## src/hdl/ush_pkg.sv

```systemverilog
`timescale 1ns / 1ps
`default_nettype none
// ----------------------------------------------------------------------------
// ush_pkg: shared types and constants of the solar hijri time converter
// epoch offset, reciprocal multipliers for the constant divisions, calendar
// constants and the item types handed between the pipeline sections
// ----------------------------------------------------------------------------
package ush_pkg;

  localparam logic [31:0] EPOCH_OFFSET = 32'd6813000;

  localparam int SEC_PER_MIN  = 60;
  localparam int MIN_PER_HOUR = 60;
  localparam int HOUR_PER_DAY = 24;
  localparam int DAY_PER_WEEK = 7;
  localparam int DAY_PER_YEAR = 365;
  localparam int CYCLE_YEARS  = 33;
  localparam int LEAP_OFS_A   = 12;
  localparam int LEAP_OFS_B   = 13;
  localparam int BASE_YEAR    = 1349;

  localparam int SUMMER_LAST_DAY  = 186;
  localparam int EARLY_MONTH_DAYS = 31;
  localparam int LATE_MONTH_DAYS  = 30;
  localparam int FIRST_LATE_MONTH = 6;
  localparam int MONTHS_PER_YEAR  = 12;
  localparam int LAST_HOUR        = 23;

  // floor(2^k / d): estimate is exact or one low, fixed by one compare
  localparam logic [31:0] RECIP_60_A = 32'd1145324612;  // 2^36 / 60
  localparam logic [31:0] RECIP_60_B = 32'd71582788;    // 2^32 / 60
  localparam logic [31:0] RECIP_24   = 32'd2796202;     // 2^26 / 24
  localparam logic [31:0] RECIP_365  = 32'd45964;       // 2^24 / 365
  localparam logic [31:0] RECIP_7    = 32'd74898;       // 2^19 / 7

  localparam int CFG_ADDR_W = 3;
  localparam logic CFG_IDX_SUMMER = 1'b0;

  typedef struct packed {
    logic [5:0]  sec;
    logic [5:0]  min;
    logic [4:0]  hr;
    logic [15:0] days;
  } ush_clk_t;

  typedef struct packed {
    logic [5:0] sec;
    logic [5:0] min;
    logic [4:0] hr;
    logic [2:0] dow;
    logic [7:0] ycnt;
    logic [8:0] yday;
    logic       leap;
  } ush_date_t;

  typedef struct packed {
    logic [5:0]  sec;
    logic [5:0]  min;
    logic [4:0]  hr;
    logic [2:0]  dow;
    logic [10:0] year;
    logic [8:0]  yday;
    logic [3:0]  mon;
    logic [4:0]  mday;
    logic        leap;
  } ush_res_t;

endpackage
`default_nettype wire

```

## src/hdl/ush_clock.sv

```systemverilog
`timescale 1ns / 1ps
`default_nettype none
// ----------------------------------------------------------------------------
// ush_clock: seconds count to time of day and day count
// seven stages: clamp, then multiply and correct for /60, /60 and /24
// ----------------------------------------------------------------------------
module ush_clock (
  input  wire              clk,
  input  wire              rst_n,
  input  wire              en,
  input  wire              in_valid,
  input  wire  [31:0]      in_seconds,
  output logic             out_valid,
  output ush_pkg::ush_clk_t out_item
);

  logic [6:0]  vld_r;

  logic [31:0] t_r, t_nxt;
  logic [26:0] q1e_r, q1_r, q1_nxt;
  logic [6:0]  lo1_r, lo2_r;
  logic [20:0] q2e_r, q2_r, q2_nxt;
  logic [5:0]  lo3_r;
  logic [15:0] q3e_r, days_r, days_nxt;
  logic [5:0]  sec2_r, sec3_r, sec4_r, sec5_r, sec6_r, sec_nxt;
  logic [5:0]  min4_r, min5_r, min6_r, min_nxt;
  logic [4:0]  hr_r, hr_nxt;

  logic [63:0] p1, p2, p3;
  logic [6:0]  r1, r2;
  logic [5:0]  r3;

  always_ff @(posedge clk) begin
    if (!rst_n) begin
      vld_r <= '0;
    end else if (en) begin
      vld_r <= {vld_r[5:0], in_valid};
    end
  end

  always_comb begin
    t_nxt = (in_seconds < ush_pkg::EPOCH_OFFSET) ? '0 : in_seconds - ush_pkg::EPOCH_OFFSET;
    p1 = 64'(t_r) * 64'(ush_pkg::RECIP_60_A);

    r1 = lo1_r - 7'(q1e_r[6:0] * 7'(ush_pkg::SEC_PER_MIN));
    if (r1 >= 7'(ush_pkg::SEC_PER_MIN)) begin
      sec_nxt = 6'(r1 - 7'(ush_pkg::SEC_PER_MIN));
      q1_nxt  = q1e_r + 27'd1;
    end else begin
      sec_nxt = r1[5:0];
      q1_nxt  = q1e_r;
    end

    p2 = 64'(q1_r) * 64'(ush_pkg::RECIP_60_B);

    r2 = lo2_r - 7'(q2e_r[6:0] * 7'(ush_pkg::MIN_PER_HOUR));
    if (r2 >= 7'(ush_pkg::MIN_PER_HOUR)) begin
      min_nxt = 6'(r2 - 7'(ush_pkg::MIN_PER_HOUR));
      q2_nxt  = q2e_r + 21'd1;
    end else begin
      min_nxt = r2[5:0];
      q2_nxt  = q2e_r;
    end

    p3 = 64'(q2_r) * 64'(ush_pkg::RECIP_24);

    r3 = lo3_r - 6'(q3e_r[5:0] * 6'(ush_pkg::HOUR_PER_DAY));
    if (r3 >= 6'(ush_pkg::HOUR_PER_DAY)) begin
      hr_nxt   = 5'(r3 - 6'(ush_pkg::HOUR_PER_DAY));
      days_nxt = q3e_r + 16'd1;
    end else begin
      hr_nxt   = r3[4:0];
      days_nxt = q3e_r;
    end
  end

  always_ff @(posedge clk) begin
    if (en) begin
      t_r    <= t_nxt;
      q1e_r  <= p1[62:36];
      lo1_r  <= t_r[6:0];
      q1_r   <= q1_nxt;
      sec2_r <= sec_nxt;
      q2e_r  <= p2[52:32];
      lo2_r  <= q1_r[6:0];
      sec3_r <= sec2_r;
      q2_r   <= q2_nxt;
      min4_r <= min_nxt;
      sec4_r <= sec3_r;
      q3e_r  <= p3[41:26];
      lo3_r  <= q2_r[5:0];
      min5_r <= min4_r;
      sec5_r <= sec4_r;
      days_r <= days_nxt;
      hr_r   <= hr_nxt;
      min6_r <= min5_r;
      sec6_r <= sec5_r;
    end
  end

  assign out_valid     = vld_r[6];
  assign out_item.sec  = sec6_r;
  assign out_item.min  = min6_r;
  assign out_item.hr   = hr_r;
  assign out_item.days = days_r;

endmodule
`default_nettype wire

```

## src/hdl/ush_date.sv

```systemverilog
`timescale 1ns / 1ps
`default_nettype none
// ----------------------------------------------------------------------------
// ush_date: day count to weekday, elapsed years, day of year and leap flag
// six stages: /365 and /7 estimates, correction, leap terms, day offset,
// second /365 estimate and its correction
// ----------------------------------------------------------------------------
module ush_date (
  input  wire               clk,
  input  wire               rst_n,
  input  wire               en,
  input  wire               in_valid,
  input  wire  ush_pkg::ush_clk_t in_item,
  output logic              out_valid,
  output ush_pkg::ush_date_t out_item
);

  logic [5:0]  vld_r;

  ush_pkg::ush_clk_t s1_r, s2_r, s3_r;
  logic [7:0]  tye_r, ty_r, ty_nxt;
  logic [3:0]  de7_r;
  logic [2:0]  dow2_r, dow3_r, dow4_r, dow5_r, dow6_r, dow_nxt;
  logic [5:0]  tl_r, tl_nxt;
  logic        leap3_r, leap4_r, leap5_r, leap6_r, leap_nxt;
  logic [15:0] e_r, e_nxt;
  logic [5:0]  sec4_r, sec5_r, sec6_r;
  logic [5:0]  min4_r, min5_r, min6_r;
  logic [4:0]  hr4_r, hr5_r, hr6_r;
  logic [7:0]  ye_r, ycnt_r, ycnt_nxt;
  logic [9:0]  elo_r;
  logic [8:0]  yday_r, yday_nxt;

  logic [63:0] pa, pb, pe;
  logic [9:0]  ra, re;
  logic [3:0]  r7;
  logic [8:0]  sa, sb;
  logic [2:0]  qa, qb;
  logic [7:0]  da, db;

  always_ff @(posedge clk) begin
    if (!rst_n) begin
      vld_r <= '0;
    end else if (en) begin
      vld_r <= {vld_r[4:0], in_valid};
    end
  end

  always_comb begin
    pa = 64'(in_item.days) * 64'(ush_pkg::RECIP_365);
    pb = 64'(in_item.days) * 64'(ush_pkg::RECIP_7);

    ra = s1_r.days[9:0] - 10'(10'(tye_r) * 10'(ush_pkg::DAY_PER_YEAR));
    ty_nxt = (ra >= 10'(ush_pkg::DAY_PER_YEAR)) ? tye_r + 8'd1 : tye_r;
    r7 = s1_r.days[3:0] - 4'(de7_r * 4'(ush_pkg::DAY_PER_WEEK));
    dow_nxt = (r7 >= 4'(ush_pkg::DAY_PER_WEEK)) ?
              3'(r7 - 4'(ush_pkg::DAY_PER_WEEK)) : r7[2:0];

    // 33-year cycle terms, the quotient is at most four
    sa = 9'(ty_r) + 9'(ush_pkg::LEAP_OFS_A);
    sb = 9'(ty_r) + 9'(ush_pkg::LEAP_OFS_B);
    qa = '0;
    qb = '0;
    for (int j = 1; j <= 4; j++) begin
      if (sa >= 9'(ush_pkg::CYCLE_YEARS * j)) qa = qa + 3'd1;
      if (sb >= 9'(ush_pkg::CYCLE_YEARS * j)) qb = qb + 3'd1;
    end
    da = ty_r - 8'(qa);
    db = ty_r - 8'(qb);
    tl_nxt   = da[7:2];
    leap_nxt = (db[1:0] == 2'b11);

    e_nxt = s3_r.days - 16'(tl_r);

    pe = 64'(e_r) * 64'(ush_pkg::RECIP_365);

    re = elo_r - 10'(10'(ye_r) * 10'(ush_pkg::DAY_PER_YEAR));
    if (re >= 10'(ush_pkg::DAY_PER_YEAR)) begin
      yday_nxt = 9'(re - 10'(ush_pkg::DAY_PER_YEAR));
      ycnt_nxt = ye_r + 8'd1;
    end else begin
      yday_nxt = re[8:0];
      ycnt_nxt = ye_r;
    end
  end

  always_ff @(posedge clk) begin
    if (en) begin
      s1_r    <= in_item;
      tye_r   <= pa[31:24];
      de7_r   <= pb[22:19];
      s2_r    <= s1_r;
      ty_r    <= ty_nxt;
      dow2_r  <= dow_nxt;
      s3_r    <= s2_r;
      dow3_r  <= dow2_r;
      tl_r    <= tl_nxt;
      leap3_r <= leap_nxt;
      e_r     <= e_nxt;
      dow4_r  <= dow3_r;
      leap4_r <= leap3_r;
      sec4_r  <= s3_r.sec;
      min4_r  <= s3_r.min;
      hr4_r   <= s3_r.hr;
      ye_r    <= pe[31:24];
      elo_r   <= e_r[9:0];
      dow5_r  <= dow4_r;
      leap5_r <= leap4_r;
      sec5_r  <= sec4_r;
      min5_r  <= min4_r;
      hr5_r   <= hr4_r;
      yday_r  <= yday_nxt;
      ycnt_r  <= ycnt_nxt;
      dow6_r  <= dow5_r;
      leap6_r <= leap5_r;
      sec6_r  <= sec5_r;
      min6_r  <= min5_r;
      hr6_r   <= hr5_r;
    end
  end

  assign out_valid     = vld_r[5];
  assign out_item.sec  = sec6_r;
  assign out_item.min  = min6_r;
  assign out_item.hr   = hr6_r;
  assign out_item.dow  = dow6_r;
  assign out_item.ycnt = ycnt_r;
  assign out_item.yday = yday_r;
  assign out_item.leap = leap6_r;

endmodule
`default_nettype wire

```

## src/hdl/ush_month.sv

```systemverilog
`timescale 1ns / 1ps
`default_nettype none
// ----------------------------------------------------------------------------
// ush_month: summer hour shift, year number, month and day of month
// two stages: hour adjustment and year offset, then month split
// ----------------------------------------------------------------------------
module ush_month (
  input  wire                clk,
  input  wire                rst_n,
  input  wire                en,
  input  wire                summer_en,
  input  wire                in_valid,
  input  wire  ush_pkg::ush_date_t in_item,
  output logic               out_valid,
  output ush_pkg::ush_res_t  out_item
);

  logic [1:0]  vld_r;

  ush_pkg::ush_date_t m1_r;
  logic [10:0] year1_r, year_nxt;
  logic        late_r, late_nxt;
  logic [4:0]  hr1_r, hr_nxt;
  logic [8:0]  yday1_r, yday_nxt;
  ush_pkg::ush_res_t res_r, res_nxt;

  logic [7:0]  lo;
  logic [2:0]  k;
  logic [2:0]  m;

  always_ff @(posedge clk) begin
    if (!rst_n) begin
      vld_r <= '0;
    end else if (en) begin
      vld_r <= {vld_r[0], in_valid};
    end
  end

  always_comb begin
    year_nxt = 11'(ush_pkg::BASE_YEAR) + 11'(in_item.ycnt);
    late_nxt = (in_item.yday > 9'(ush_pkg::SUMMER_LAST_DAY));
    hr_nxt   = in_item.hr;
    yday_nxt = in_item.yday;
    if (!late_nxt && summer_en) begin
      if (in_item.hr == 5'(ush_pkg::LAST_HOUR)) begin
        hr_nxt   = '0;
        yday_nxt = in_item.yday + 9'd1;
      end else begin
        hr_nxt = in_item.hr + 5'd1;
      end
    end

    lo = 8'(yday1_r - 9'(ush_pkg::SUMMER_LAST_DAY));
    k  = '0;
    for (int j = 1; j < ush_pkg::MONTHS_PER_YEAR - ush_pkg::FIRST_LATE_MONTH; j++) begin
      if (lo >= 8'(ush_pkg::LATE_MONTH_DAYS * j)) k = k + 3'd1;
    end
    m = '0;
    for (int j = 1; j <= ush_pkg::FIRST_LATE_MONTH; j++) begin
      if (yday1_r >= 9'(ush_pkg::EARLY_MONTH_DAYS * j)) m = m + 3'd1;
    end

    res_nxt.sec  = m1_r.sec;
    res_nxt.min  = m1_r.min;
    res_nxt.hr   = hr1_r;
    res_nxt.dow  = m1_r.dow;
    res_nxt.year = year1_r;
    res_nxt.yday = yday1_r;
    res_nxt.leap = m1_r.leap;
    if (late_r) begin
      res_nxt.mon  = 4'(ush_pkg::FIRST_LATE_MONTH) + 4'(k);
      res_nxt.mday = 5'(lo - 8'(8'(k) * 8'(ush_pkg::LATE_MONTH_DAYS)));
    end else begin
      res_nxt.mon  = 4'(m);
      res_nxt.mday = 5'(yday1_r - 9'(9'(m) * 9'(ush_pkg::EARLY_MONTH_DAYS)));
    end
  end

  always_ff @(posedge clk) begin
    if (en) begin
      m1_r    <= in_item;
      year1_r <= year_nxt;
      late_r  <= late_nxt;
      hr1_r   <= hr_nxt;
      yday1_r <= yday_nxt;
      res_r   <= res_nxt;
    end
  end

  assign out_valid = vld_r[1];
  assign out_item  = res_r;

endmodule
`default_nettype wire

```

## src/hdl/unix_time_to_solar_hijri_core.sv

```systemverilog
`timescale 1ns / 1ps
`default_nettype none
// ----------------------------------------------------------------------------
// unix_time_to_solar_hijri_core: unix seconds to solar hijri broken-down time
// pipelined converter with stream input and output and an apb register port
// ----------------------------------------------------------------------------
// Accepts one transaction per clock cycle while in_tready is high and delivers
// one result per input. Each result passes through 7 stages that split off
// seconds, minutes, hours and days, 6 stages that derive weekday, year and
// day of year, 2 stages that apply the summer hour and split the month, then
// the output register. A two-entry output buffer holds results while
// out_tready is low; the whole pipeline stops only once its second entry is
// in use. Inputs below 6813000 are treated as 6813000. Register 0 at byte
// address 0, bit 0, enables the summer hour for the first 187 days of the
// year; write it only while idle.
// ----------------------------------------------------------------------------
module unix_time_to_solar_hijri_core (
  input  wire         clk,
  input  wire         rst_n,
  input  wire         in_tvalid,
  output logic        in_tready,
  input  wire  [31:0] in_tdata,    // unix_seconds
  output logic        out_tvalid,
  input  wire         out_tready,
  // second_of_minute, minute_of_hour, hour_of_day, weekday_index,
  // calendar_year, year_day, month_index, month_day, leap_flag, zero pad
  output logic [55:0] out_tdata,
  input  wire         cfg_psel,
  input  wire         cfg_penable,
  input  wire         cfg_pwrite,
  input  wire  [ush_pkg::CFG_ADDR_W-1:0] cfg_paddr,
  input  wire  [31:0] cfg_pwdata,
  output logic [31:0] cfg_prdata,
  output logic        cfg_pready
);

  logic summer_r;
  logic cfg_wr;

  logic en;
  logic clk_valid, date_valid, res_valid;
  ush_pkg::ush_clk_t  clk_item;
  ush_pkg::ush_date_t date_item;
  ush_pkg::ush_res_t  res_item;

  ush_pkg::ush_res_t out_r, skid_r;
  logic out_v_r, skid_v_r;
  logic push;

  assign cfg_pready = 1'b1;
  assign cfg_wr     = cfg_psel && cfg_penable && cfg_pwrite && cfg_pready;
  assign cfg_prdata = (cfg_paddr[2] == ush_pkg::CFG_IDX_SUMMER) ? 32'(summer_r) : '0;

  always_ff @(posedge clk) begin
    if (!rst_n) begin
      summer_r <= 1'b0;
    end else if (cfg_wr && cfg_paddr[2] == ush_pkg::CFG_IDX_SUMMER) begin
      summer_r <= cfg_pwdata[0];
    end
  end

  assign en        = !skid_v_r;
  assign in_tready = en;

  ush_clock u_clock (
    .clk        (clk),
    .rst_n      (rst_n),
    .en         (en),
    .in_valid   (in_tvalid),
    .in_seconds (in_tdata),
    .out_valid  (clk_valid),
    .out_item   (clk_item)
  );

  ush_date u_date (
    .clk       (clk),
    .rst_n     (rst_n),
    .en        (en),
    .in_valid  (clk_valid),
    .in_item   (clk_item),
    .out_valid (date_valid),
    .out_item  (date_item)
  );

  ush_month u_month (
    .clk       (clk),
    .rst_n     (rst_n),
    .en        (en),
    .summer_en (summer_r),
    .in_valid  (date_valid),
    .in_item   (date_item),
    .out_valid (res_valid),
    .out_item  (res_item)
  );

  assign push = res_valid && en;

  always_ff @(posedge clk) begin
    if (!rst_n) begin
      out_v_r  <= 1'b0;
      skid_v_r <= 1'b0;
    end else if (!out_v_r || out_tready) begin
      if (skid_v_r) begin
        out_v_r  <= 1'b1;
        skid_v_r <= 1'b0;
      end else begin
        out_v_r <= push;
      end
    end else if (push) begin
      skid_v_r <= 1'b1;
    end
  end

  always_ff @(posedge clk) begin
    if (!out_v_r || out_tready) begin
      if (skid_v_r) begin
        out_r <= skid_r;
      end else if (push) begin
        out_r <= res_item;
      end
    end else if (push) begin
      skid_r <= res_item;
    end
  end

  assign out_tvalid = out_v_r;
  assign out_tdata  = {6'b0, out_r.leap, out_r.mday, out_r.mon, out_r.yday, out_r.year,
                       out_r.dow, out_r.hr, out_r.min, out_r.sec};

  // buffer entry only in use behind a held output
  a_skid_behind_out: assert property (@(posedge clk) disable iff (!rst_n)
    skid_v_r |-> out_v_r)
    else $error("output buffer holds a result while the output register is empty");

  // a result pushed into a stalled output must land in the buffer
  a_push_kept: assert property (@(posedge clk) disable iff (!rst_n)
    (push && out_v_r && !out_tready) |=> skid_v_r)
    else $error("result pushed into a stalled output was dropped");

  a_time_range: assert property (@(posedge clk) disable iff (!rst_n)
    out_v_r |-> (out_r.hr <= 5'd23 && out_r.min <= 6'd59 && out_r.sec <= 6'd59))
    else $error("time of day out of range");

  a_date_range: assert property (@(posedge clk) disable iff (!rst_n)
    out_v_r |-> (out_r.mon <= 4'd11 && out_r.mday <= 5'd30 && out_r.yday <= 9'd365
                 && out_r.dow <= 3'd6))
    else $error("date field out of range");

endmodule
`default_nettype wire

```

## config.mk

```make
export PLATFORM = sky130hd
export DESIGN_NAME = unix_time_to_solar_hijri_core
export DESIGN_NICKNAME = d
export VERILOG_FILES = /design/src/hdl/ush_pkg.sv /design/src/hdl/ush_clock.sv /design/src/hdl/ush_date.sv /design/src/hdl/ush_month.sv /design/src/hdl/unix_time_to_solar_hijri_core.sv
export SDC_FILE = /design/constraint.sdc
export NUM_CORES = 2
export LEC_CHECK = 0
export BUFFER_PORTS_ARGS = -buffer_cell sky130_fd_sc_hd__buf_4
export CAP_MARGIN = 10
export CORE_ASPECT_RATIO = 0.9
export CORE_UTILIZATION = 55
export CTS_CLUSTER_SIZE = 25
export DETAILED_ROUTE_END_ITERATION = 12
export GPL_TIMING_DRIVEN = 0
export PLACE_DENSITY = 0.79
export SYNTH_ARGS = -nofsm -noshare
export SYNTH_HDL_FRONTEND = slang
export SYNTH_SLANG_ARGS = --single-unit
```

## constraint.sdc

```tcl
create_clock -name clk -period 15.85 [get_ports clk]
set_input_delay 1.585 -clock clk [delete_from_list [all_inputs] [get_ports clk]]
set_output_delay 1.585 -clock clk [all_outputs]
set_load 0.1 [all_outputs]
```

==> key figures <==
Run status
  • Outcome: finished, final reports clean

Timing
  • Final worst-path cycle share: approximately 46%
  • Setup TNS: 0 ns
  • Worst clock skew: 0.04080 ns
  • FMAX: roughly 140 MHz
  • Tmin final: 7.340 ns
  • Final Hold Viols: 0
  • Final Setup Violations: 0
  • RSZ-0062 raised after global routing: no
  • Max transition margin: a little over 30%
  • Max-slew violation count: 0
  • Worst-Margin Slew: just over 1 ns

Drt
  • WL per Instance: approximately 17 um
  • Drt drc: 0
  • DRT iter0 DRCs: approximately 2000
  • Vias per cell: around 5.3
  • Final wirelength: ~120000 um
  • Post-route ant nets: 0
  • Via count: between 30000 and 40000
  • Pre-Repair DR Iteration Count: 5

Floorplan
  • Core Area: ~0.11 mm^2
  • Starting Density: a little under three fifths
  • Die footprint: 0.1129 mm^2
  • I/O Pins: 165
  • Die Wd: around 350 um
  • Die Y: between 300 and 400 um
  • # rows: between 100 and 150

Placed design
  • PortBufs: 92
  • Dpl cells: 6816
  • Detailed placement HPWL: roughly 93000 um
  • Global placer's final weighted congestion: slightly above 0.9

Yosys
  • FF+latch count, synth: 685
  • Number of synthesis warnings: 0
  • Synth Flop Type: edfxtp_1
  • Post-synthesis cell type count: approximately 100
  • Ys async rst share: 0%
  • Post-Syn Instances: 5216
  • Number of synthesized flops with an enable pin: approximately 670
  • Register area share after synthesis: about 33%
  • Mapped cell area: 0.06134 mm^2
  • Avg Inst Size Synth: approximately 12 um^2

GRT
  • Largest net degree at the start of global routing: 143
  • First-pass GRT wire length: 195600 um
  • Vias in the first global route: roughly 40000
  • All-Layer GR Usage: between 20% and 30%
  • Initial antenna violation count: 0
  • GRT Residual Overflow: 0

Worst setup path
  • Crit end category: flip-flop
  • FF-to-FF path depth: 20
  • CP startpoint: u_clock.q2_r[1]
  • Startpoint types: flip-flop
  • Req. time, crit path: around 16 ns
  • Worst r2r src: u_clock.q2_r[1]
  • R2r setup slk: ~8.5 ns
  • Critical path fanouts, max: 6
  • Setup CP Type: reg2reg
  • FF-to-FF End: u_clock.q3e_r[14]
  • Worst EP arrival: approximately 7.8 ns
  • CP endpoint: u_clock.q3e_r[14]

CTS
  • Clk sinks: roughly 700
  • H-tree lvl count: 3
  • Clk slew on worst S/H paths: roughly 0.060 ns
  • TritonCTS clock tree: yes
  • Post-CTS Setup Bufs: 0
  • Clk Latency, worst-skew pair: roughly 0.67 ns
  • Hold Buf Count CTS: 0
  • Cts repair resizes: 0
  • Cts bufs inserted: 74
  • Clk buf depth: 3
  • Root buffer cell: clkbuf_16

Layout
  • Layout Cells excl Fill: between 6000 and 7000
  • Final core utilization: between 60% and 70%
  • Area grow syn2layout: 8.675%
  • # diodes: 0
  • Fraction of final layout cells sized beyond drive strength 1: between 6 and 7%
  • Final nets: roughly 7200

Flow run
  • Total of max-cap violations: 0

Worst hold path
  • Min-delay worst type: reg2reg
==> how the worst min path moves through the flow <==
stage                                   from              endpoint  slack (ns)  cells after the start
after global routing          u_date.leap3_r        u_date.leap4_r        0.41                      0
after floorplan             u_clock.lo3_r[0]       u_clock.hr_r[0]        0.40                      0
after global placement    u_month.year1_r[5]  u_month.out_item[24]        0.40                      0
after CTS                     u_date.leap3_r        u_date.leap4_r        0.40                      0
after detailed placement   u_clock.sec3_r[0]     u_clock.sec4_r[0]        0.40                      0
final                         u_date.leap3_r        u_date.leap4_r        0.41                      0
==> synthesized netlist by cell type (10+ instances only) <==
library cell / count / area [um^2]
inv_1: 1207 / 4531
ha_1: 1064 / 13310
edfxtp_1: 667 / 20030
fa_1: 593 / 11870
xnor2_1: 232 / 2032
nand2_1: 145 / 544.3
a21oi_1: 139 / 695.7
nor2_1: 138 / 518.0
o21ai_0: 95 / 475.5
nand3_1: 85 / 425.4
xor2_1: 81 / 709.4
a21o_1: 79 / 593.1
mux2_2: 61 / 686.9
nor3_1: 46 / 230.2
buf_4: 41 / 307.8
and3_1: 39 / 244.0
nor2b_1: 39 / 244.0
nand4_1: 30 / 187.7
nand2b_1: 28 / 175.2
mux2i_1: 25 / 250.2
clkbuf_1: 23 / 86.33
o21a_1: 22 / 165.2
o211ai_1: 20 / 150.1
o21bai_1: 19 / 142.6
dfxtp_1: 18 / 360.4
a31oi_1: 17 / 106.4
a211oi_1: 13 / 97.59
nor3b_1: 13 / 97.59
and2_1: 12 / 75.07
o31ai_1: 12 / 90.09
a2111oi_0: 11 / 96.34
or2_2: 11 / 68.82
a211o_1: 10 / 87.58
a21boi_0: 10 / 75.07
==> placed cells by master (no fill, tap or decap), types with 46 or more instances in the layout <==
master / count
xor2_1: 81
fa_1: 593
nor3_1: 46
a21oi_1: 139
nand2_1: 145
edfxtp_1: 667
mux2_2: 61
a21o_1: 79
buf_4: 133
o21ai_0: 95
inv_1: 1206
nand3_1: 85
xnor2_1: 232
clkbuf_16: 75
ha_1: 1064
nor2_1: 138
==> area by class of cell <==
type	count	area [um^2]
fill	8545	43270
multi-input combinational	3282	36090
sequential	685	20390
inverter	1207	4538
clock buffer	90	1933
tap	1462	1829
timing repair buffer	101	865.8
clock inverter	42	540.5
buffer	79	475.5
==> kinds of logic after synthesis <==
kind of cell	synth area share, %
xor gates and xnor gates	4.679
adders and majority gates	41.07
muxes	1.552
other	0.01224
DFF	33.24
AOI/OAI and AO/OA	5.860
buffers and inverters	8.161
and+or+nand+nor	5.424
==> per-stage QoR <==
stage / hold WS (ns) / cell area [um^2] / setup WS [ns]
2_1_floorplan: 0.4003 / 61480 / 1.832
3_3_place_gp: 0.4004 / 64000 / -3.751
3_5_place_dp: 0.4045 / 64190 / 8.430
4_1_cts: 0.4046 / 66660 / 8.456
5_1_grt: 0.4059 / 66660 / 8.246
6_report: 0.4060 / 66660 / 8.510
==> critical path: stages, from the launching register on <==
cell	delay [ns]
edfxtp_1	0.51
ha_1	0.46
inv_1	0.08
fa_1	0.49
fa_1	0.55
inv_1	0.05
fa_1	0.51
fa_1	0.52
fa_1	0.56
inv_1	0.06
fa_1	0.52
inv_1	0.04
ha_1	0.33
o211ai_1	0.15
a211o_1	0.25
a21oi_1	0.26
o21ai_0	0.31
o31ai_1	0.70
o2111ai_1	0.34
nand3b_1	0.19
xor2_1	0.24
==> routing by layer <==
metal  wire length [um]  global-route usage, %
met1              52200                  28.64
met2              56450                  36.83
met3               5510                  3.250
met4               2729                  5.259
met5                  0                      0
==> registers in the layout, summed over array words and instances (netlist names), 32 cells and up <==
| signal | flops |
|---|---|
| out_tdata | 49 |
| skid_r | 49 |
| u_month.out_item | 49 |
| u_date.s1_r | 33 |
| u_date.s2_r | 33 |
| u_date.s3_r | 33 |
| u_clock.t_r | 32 |
Power is not shown: default switching activity piles up to over one toggle a cycle in this logic, so the estimate is an artifact.
